--- src/rtl/vfas_pkg.sv ---
package vfas_pkg;

	// Widths of the item fields.
	localparam int COORD_WIDTH   = 32;
	localparam int ANGLE_W       = 18;
	localparam int SUM_W         = 24;

	// Fan and CORDIC sizing.
	localparam int MAX_FACES     = 64;
	localparam int CORDIC_STAGES = 18;
	localparam int IDX_W         = 5;

	// Edge difference, normalized edge, product and CORDIC datapath widths.
	localparam int DW            = COORD_WIDTH + 1;
	localparam int NW            = 30;
	localparam int PW            = 2 * NW;
	localparam int DOTW          = PW + 1;
	localparam int CW            = PW + 2;
	localparam int ZW            = 34;

	// Normalization: magnitudes are shifted until both are below 2^29.
	localparam longint NORM_LIMIT = 64'd536870912;
	localparam int SH_MAX        = (COORD_WIDTH > 28) ? (COORD_WIDTH - 28) : 0;
	localparam int SW            = (SH_MAX < 1) ? 1 : $clog2(SH_MAX + 1);

	// Angle constants.
	localparam int PI_Q16        = 205887;
	localparam int HALF_PI_Q16   = 102944;
	localparam int HALF_PI_Q30   = 1686629713;
	localparam int ROUND_HALF    = 8192;
	localparam int ROUND_SHIFT   = 14;

	// Saturation limit of the running sum.
	localparam longint SUM_CAP_RAW = longint'(MAX_FACES) * longint'(PI_Q16);
	localparam logic [SUM_W-1:0] SUM_CAP = (SUM_CAP_RAW > ((64'd1 << SUM_W) - 64'd1)) ?
		{SUM_W{1'b1}} : SUM_W'(SUM_CAP_RAW);

	// Control bits that travel with an item through the front stages.
	typedef struct packed {
		logic valid;
		logic zero;
		logic last;
	} ctl_t;

	// Item state handed from cell to cell along the CORDIC chain.
	typedef struct packed {
		logic                 valid;
		logic                 zero;
		logic                 last;
		logic signed [CW-1:0] x;
		logic signed [CW-1:0] y;
		logic signed [ZW-1:0] z;
	} cordic_t;

	// Arctangent of 2^-i in Q2.30.
	function automatic logic [31:0] atan_q30(input logic [IDX_W-1:0] i);
		logic [31:0] r;
		case (i)
			5'd0:    r = 32'h3243F6A8;
			5'd1:    r = 32'h1DAC6705;
			5'd2:    r = 32'h0FADBAFC;
			5'd3:    r = 32'h07F56EA6;
			5'd4:    r = 32'h03FEAB76;
			5'd5:    r = 32'h01FFD55B;
			5'd6:    r = 32'h00FFFAAA;
			5'd7:    r = 32'h007FFF55;
			5'd8:    r = 32'h003FFFEA;
			5'd9:    r = 32'h001FFFFD;
			5'd10:   r = 32'h000FFFFF;
			5'd11:   r = 32'h0007FFFF;
			5'd12:   r = 32'h0003FFFF;
			5'd13:   r = 32'h0001FFFF;
			5'd14:   r = 32'h0000FFFF;
			5'd15:   r = 32'h00007FFF;
			5'd16:   r = 32'h00003FFF;
			5'd17:   r = 32'h00001FFF;
			5'd18:   r = 32'h00000FFF;
			5'd19:   r = 32'h000007FF;
			5'd20:   r = 32'h000003FF;
			5'd21:   r = 32'h000001FF;
			5'd22:   r = 32'h000000FF;
			5'd23:   r = 32'h0000007F;
			5'd24:   r = 32'h0000003F;
			5'd25:   r = 32'h0000001F;
			5'd26:   r = 32'h0000000F;
			5'd27:   r = 32'h00000008;
			5'd28:   r = 32'h00000004;
			5'd29:   r = 32'h00000002;
			5'd30:   r = 32'h00000001;
			default: r = 32'h00000000;
		endcase
		return r;
	endfunction

endpackage

--- src/rtl/vfas_out_if.sv ---
interface vfas_out_if import vfas_pkg::*; ();

	logic               valid;
	logic               ready;
	logic [ANGLE_W-1:0] face_angle;
	logic [SUM_W-1:0]   running_sum;
	logic               sum_done;

	modport source (
		output valid, face_angle, running_sum, sum_done,
		input  ready
	);

	modport sink (
		input  valid, face_angle, running_sum, sum_done,
		output ready
	);

endinterface

--- src/rtl/vfas_accum.sv ---
module vfas_accum import vfas_pkg::*; (
	input  logic          clk,
	input  logic          arst_n,
	input  cordic_t       tail,
	output logic          en,
	vfas_out_if.source    results
);

	logic               valid_s6;
	logic               last_s6;
	logic [ANGLE_W-1:0] angle_s6;

	logic               out_valid_q;
	logic [ANGLE_W-1:0] angle_q;
	logic [SUM_W-1:0]   sum_q;
	logic               done_q;
	logic [SUM_W-1:0]   acc_q;

	logic signed [ZW-1:0] zc, zr;
	logic [ANGLE_W-1:0]   angle;
	logic [SUM_W:0]       sum_wide;
	logic [SUM_W-1:0]     sum;

	// The whole pipeline moves whenever the result register can take an item.
	assign en = !out_valid_q || results.ready;

	// Clamp at zero, round Q2.30 to Q2.16, clamp at pi; a zero-length edge gives pi/2.
	always_comb begin
		zc = tail.z[ZW-1] ? '0 : tail.z;
		zr = (zc + ZW'(ROUND_HALF)) >>> ROUND_SHIFT;
		if (tail.zero) begin
			angle = ANGLE_W'(HALF_PI_Q16);
		end else if (zr > ZW'(PI_Q16)) begin
			angle = ANGLE_W'(PI_Q16);
		end else begin
			angle = zr[ANGLE_W-1:0];
		end
	end

	always_ff @(posedge clk or negedge arst_n) begin
		if (!arst_n) begin
			valid_s6 <= 1'b0;
		end else if (en) begin
			valid_s6 <= tail.valid;
		end
	end

	always_ff @(posedge clk) begin
		if (en) begin
			angle_s6 <= angle;
			last_s6  <= tail.last;
		end
	end

	// Saturating sum of the fan.
	always_comb begin
		sum_wide = {1'b0, acc_q} + (SUM_W + 1)'(angle_s6);
		sum      = (sum_wide > (SUM_W + 1)'(SUM_CAP)) ? SUM_CAP : sum_wide[SUM_W-1:0];
	end

	// Result register and accumulator; the accumulator clears after the last face.
	always_ff @(posedge clk or negedge arst_n) begin
		if (!arst_n) begin
			out_valid_q <= 1'b0;
			acc_q       <= '0;
		end else if (en) begin
			out_valid_q <= valid_s6;
			if (valid_s6) begin
				acc_q <= last_s6 ? '0 : sum;
			end
		end
	end

	always_ff @(posedge clk) begin
		if (en && valid_s6) begin
			angle_q <= angle_s6;
			sum_q   <= sum;
			done_q  <= last_s6;
		end
	end

	assign results.valid       = out_valid_q;
	assign results.face_angle  = angle_q;
	assign results.running_sum = sum_q;
	assign results.sum_done    = done_q;

endmodule
--- src/flat_wrapper.sv ---
// flat-port wrapper written by rule: the top's interface ports become plain ports
module vfas_accum_flat import vfas_pkg::*;
  (clk, arst_n, tail, en, results_valid, results_face_angle, results_running_sum, results_sum_done, results_ready);
  vfas_out_if results_i ();
  input  logic clk;
  input  logic arst_n;
  input  cordic_t tail;
  output logic en;
  output wire logic [$bits(results_i.valid)-1:0] results_valid;
  output wire logic [$bits(results_i.face_angle)-1:0] results_face_angle;
  output wire logic [$bits(results_i.running_sum)-1:0] results_running_sum;
  output wire logic [$bits(results_i.sum_done)-1:0] results_sum_done;
  input wire logic [$bits(results_i.ready)-1:0] results_ready;
  assign results_valid = results_i.valid;
  assign results_face_angle = results_i.face_angle;
  assign results_running_sum = results_i.running_sum;
  assign results_sum_done = results_i.sum_done;
  assign results_i.ready = results_ready;
  vfas_accum u_core (.clk(clk), .arst_n(arst_n), .tail(tail), .en(en), .results(results_i));
endmodule
--- config.mk ---
export PLATFORM = sky130hd
export DESIGN_NAME = vfas_accum_flat
export DESIGN_NICKNAME = d
export VERILOG_FILES = /design/src/rtl/vfas_pkg.sv /design/src/rtl/vfas_out_if.sv /design/src/rtl/vfas_accum.sv /design/src/flat_wrapper.sv
export SDC_FILE = /design/constraint.sdc
export NUM_CORES = 1
export LEC_CHECK = 0
export BUFFER_PORTS_ARGS = -buffer_cell sky130_fd_sc_hd__buf_2
export CELL_PAD_IN_SITES_DETAIL_PLACEMENT = 1
export CELL_PAD_IN_SITES_GLOBAL_PLACEMENT = 1
export CORE_UTILIZATION = 39
export DETAILED_ROUTE_END_ITERATION = 6
export GPL_ROUTABILITY_DRIVEN = 1
export PLACE_DENSITY = 0.95
export SETUP_SLACK_MARGIN = 0.2
export SYNTH_ARGS = -nofsm -noshare
export SYNTH_HDL_FRONTEND = slang
export SYNTH_SLANG_ARGS = --single-unit
--- constraint.sdc ---
create_clock -name clk -period 7.6 [get_ports clk]
set_input_delay 0.76 -clock clk [delete_from_list [all_inputs] [get_ports clk]]
set_output_delay 0.76 -clock clk [all_outputs]
set_load 0.01 [all_outputs]
==> results.yml <==
synth:
  synth_edf_count: 62
  yosys.area.top_type_share: 0.358
  syn_area_per_cell_sq_um: 10.3
  synth-seq-area-share: 0.482
  yosysTopAreaCell: "edfxtp_1"
  ys_top_cells_by_area: "edfxtp_1, dfrtp_1, ha_1"
  synthesis.nets: 688
  yosys_warnings: 0
  netlist_instances: 504
  ys_types: 68
  synthArstFlopShare: 0.295
  synth_flop_cell: "edfxtp_1"
  ys_ff_latch: 88
  syn_area_sq_um: 5210
clock_tree:
  cts_tree: "done"
  numCtsBuffers: 9
  cts_max_level: 3
  cts_sinks: 88
  ctsLongestPathBuffers: 2
  cts_setup_buffers: 0
  hold_buffers: 0
  clk_latency_ns: 0.35
  clk_pin_slew_worst_paths_ns: 0.07
  root_buffer: "clkbuf_16"
  ctsResizeCount: 0
sta:
  slew_viol_final: 0
  period_share: 0.604
  relSlewSlack: 0.369
  fin_tns_setup_ns: 0
  fmax_ghz: 0.218
  setup_viol: 0
  rsz0062_at_grt: "false"
  fin_crit_ns: 4.59
  finalClockSkew_ns: 0.00827
  worstMarginPinSlew_ns: 0.944
  hold_viol: 0
pwr:
  vdd_drop_max_uv: 138
  p_leak_nw: 2.43
  power.density_nw_per_um2: 363
critical_path:
  end_kind: "flop"
  timing.rr.start: "u_core.angle_s6[0]"
  r2r-end: "u_core.results.running_sum[22]"
  start_kind: "flop"
  rrSetupSlack_ns: 3.01
  critical_path_required_ns: 7.68
  arrival_ns: 4.67
  path_class: "reg -> reg"
  crit_fanout: 30
  reg2regPathDepth: 12
placement:
  gp_congestion: 0.883
  port_buffers: 71
  dp_hpwl_mm: 10.5
final_layout:
  nFillCells: 1460
  area_delta_synth_final_pct: 15.0
  layout-drive-gt1-share: 0.181
  fin_nets: 749
  finalCoreUtilization: 0.467
  n_antenna_cell: 0
drt:
  wl_met3_um: 737
  wl_met1_mm: 6.02
  drt_wl_total_mm: 14.2
  via_count: 4345
  routedWlPerCell_um: 19.2
  drt_iter0_drc: 182
  dr.pass1.iters: 4
  highest_layer: "met4"
  antenna_left: 0
  via_per_inst: 5.86
  drc: 0
  wl_met2_mm: 7.10
floorplan:
  rows: 41
  die_w_um: 118
  dieHeight_um: 118
  die_area_sq_um: 13800
  core-area_sq_um: 12800
  io_pins: 209
  start_util: 0.406
run:
  max-cap-violations: 0
worst_hold_path:
  min_path_type: "in -> async"
global_route:
  grt_max_degree: 68
  grt_remaining_overflow: 0
  grt_util_all_layers: 0.214
  grt_pass1_vias: 4582
  grt_pass1_wl_mm: 23.5
  grt_antenna_before_repair: 0
outcome:
  outcome: "complete, no violations"
-- critical path, stage by stage, from the launching register on --
cell and delay [ns]:
edfxtp_1 0.45, ha_1 0.27, fa_1 0.45, a211oi_1 0.46
o21ai_0 0.27, a21boi_0 0.32, xor2_1 0.17, or3_1 0.39
nor4_1 0.52, and4_1 0.29, and3_1 0.25, or2_4 0.37
nand2_1 0.12
-- cell usage after synthesis (7+ instances only) --
master and number:
ha_1 19, a31oi_1 11, nor2_1 27, and3_1 19
edfxtp_1 62, a21oi_1 31, o21ai_0 33, inv_1 14
clkbuf_1 16, nand4_1 7, nor2b_1 14, and2_1 17
xor2_1 14, nor3_1 12, nand3_1 14, xnor2_1 18
nand2_1 38, dfrtp_1 26
-- per-layer routing --
| layer | vias to the layer above | GRT usage |
|---|---|---|
| met5 | - | 0 |
| met4 | 0 | 0.0978 |
| met3 | 30 | 0.0436 |
| met2 | 131 | 0.369 |
| met1 | 2156 | 0.257 |
| li1 | 2028 | - |
-- stage by stage --
stage          cells  setup WS [ns]  hold WS [ns]  area [sq um]  power (mW)
3_5_place_dp     726           3.18         0.460          5690        1.71
6_report         742           3.01         0.445          5990        2.17
5_1_grt          742           2.85         0.490          5990        2.30
2_1_floorplan    504           3.94         0.431          5210        1.43
4_1_cts          742           3.06         0.452          5990        2.17
3_3_place_gp     726           3.40         0.458          5690        1.65
-- where the power goes --
part / leakage [nW] / internal, mW / switching, mW / total, mW
Sequential: 0.939 / 0.690 / 0.0736 / 0.764
Clock: 0.148 / 0.258 / 0.197 / 0.455
Combinational: 1.34 / 0.351 / 0.604 / 0.955
Total: 2.43 / 1.30 / 0.874 / 2.17
-- registers in the layout, summed over array words and instances (netlist names) --
register                    flops
u_core.results.running_sum     24
u_core.valid_s6                 1
u_core.results.sum_done         1
u_core.last_s6                  1
u_core.results.face_angle      18
u_core.acc_q                   24
u_core.angle_s6                18
u_core.results.valid            1
-- cells in the final DEF (no fill, tap or decap), types with 14 or more instances in the layout --
cell type / count
a21oi_1: 31
xnor2_1: 18
nand2_1: 38
and3_1: 19
buf_2: 71
and2_1: 17
nor2_1: 27
o21ai_0: 33
nand3_1: 14
xor2_1: 14
nor2b_1: 14
ha_1: 19
edfxtp_1: 62
dfrtp_1: 26
-- area by class of cell --
cell class | count | area [sq um] | area share
multi-input combinational | 379 | 2540 | 0.424
clock inverter | 7 | 76.3 | 0.0127
clock buffer | 9 | 225 | 0.0376
tap | 172 | 215 | 0.0359
sequential | 88 | 2510 | 0.420
timing repair buffer | 73 | 370 | 0.0618
inverter | 14 | 52.6 | 0.00878
-- worst max path at each step --
stage / slack, ns / startpoint / depth (start not counted) / end
3_5_place_dp: 3.18 / u_core.angle_s6[0] / 12 / u_core.results.running_sum[22]
5_1_grt: 2.85 / u_core.angle_s6[0] / 12 / u_core.results.running_sum[22]
3_3_place_gp: 3.40 / u_core.angle_s6[0] / 12 / u_core.results.running_sum[10]
2_1_floorplan: 3.94 / results_ready / 6 / u_core.acc_q[22]
4_1_cts: 3.06 / u_core.angle_s6[0] / 12 / u_core.results.running_sum[22]
6_report: 3.01 / u_core.angle_s6[0] / 12 / u_core.results.running_sum[22]
-- kinds of logic after synthesis --
logic type	Yosys count	share of synthesized area
AO/OA/AOI/OAI	149	0.198
XOR/XNOR	32	0.0538
buffers and inverters	37	0.0305
AND/OR/NAND/NOR	176	0.182
flip-flops	88	0.482
adder cells (fa/ha/maj)	20	0.0495
multiplexers	2	0.00408
Note: power is estimated with default switching activity, not from simulation.
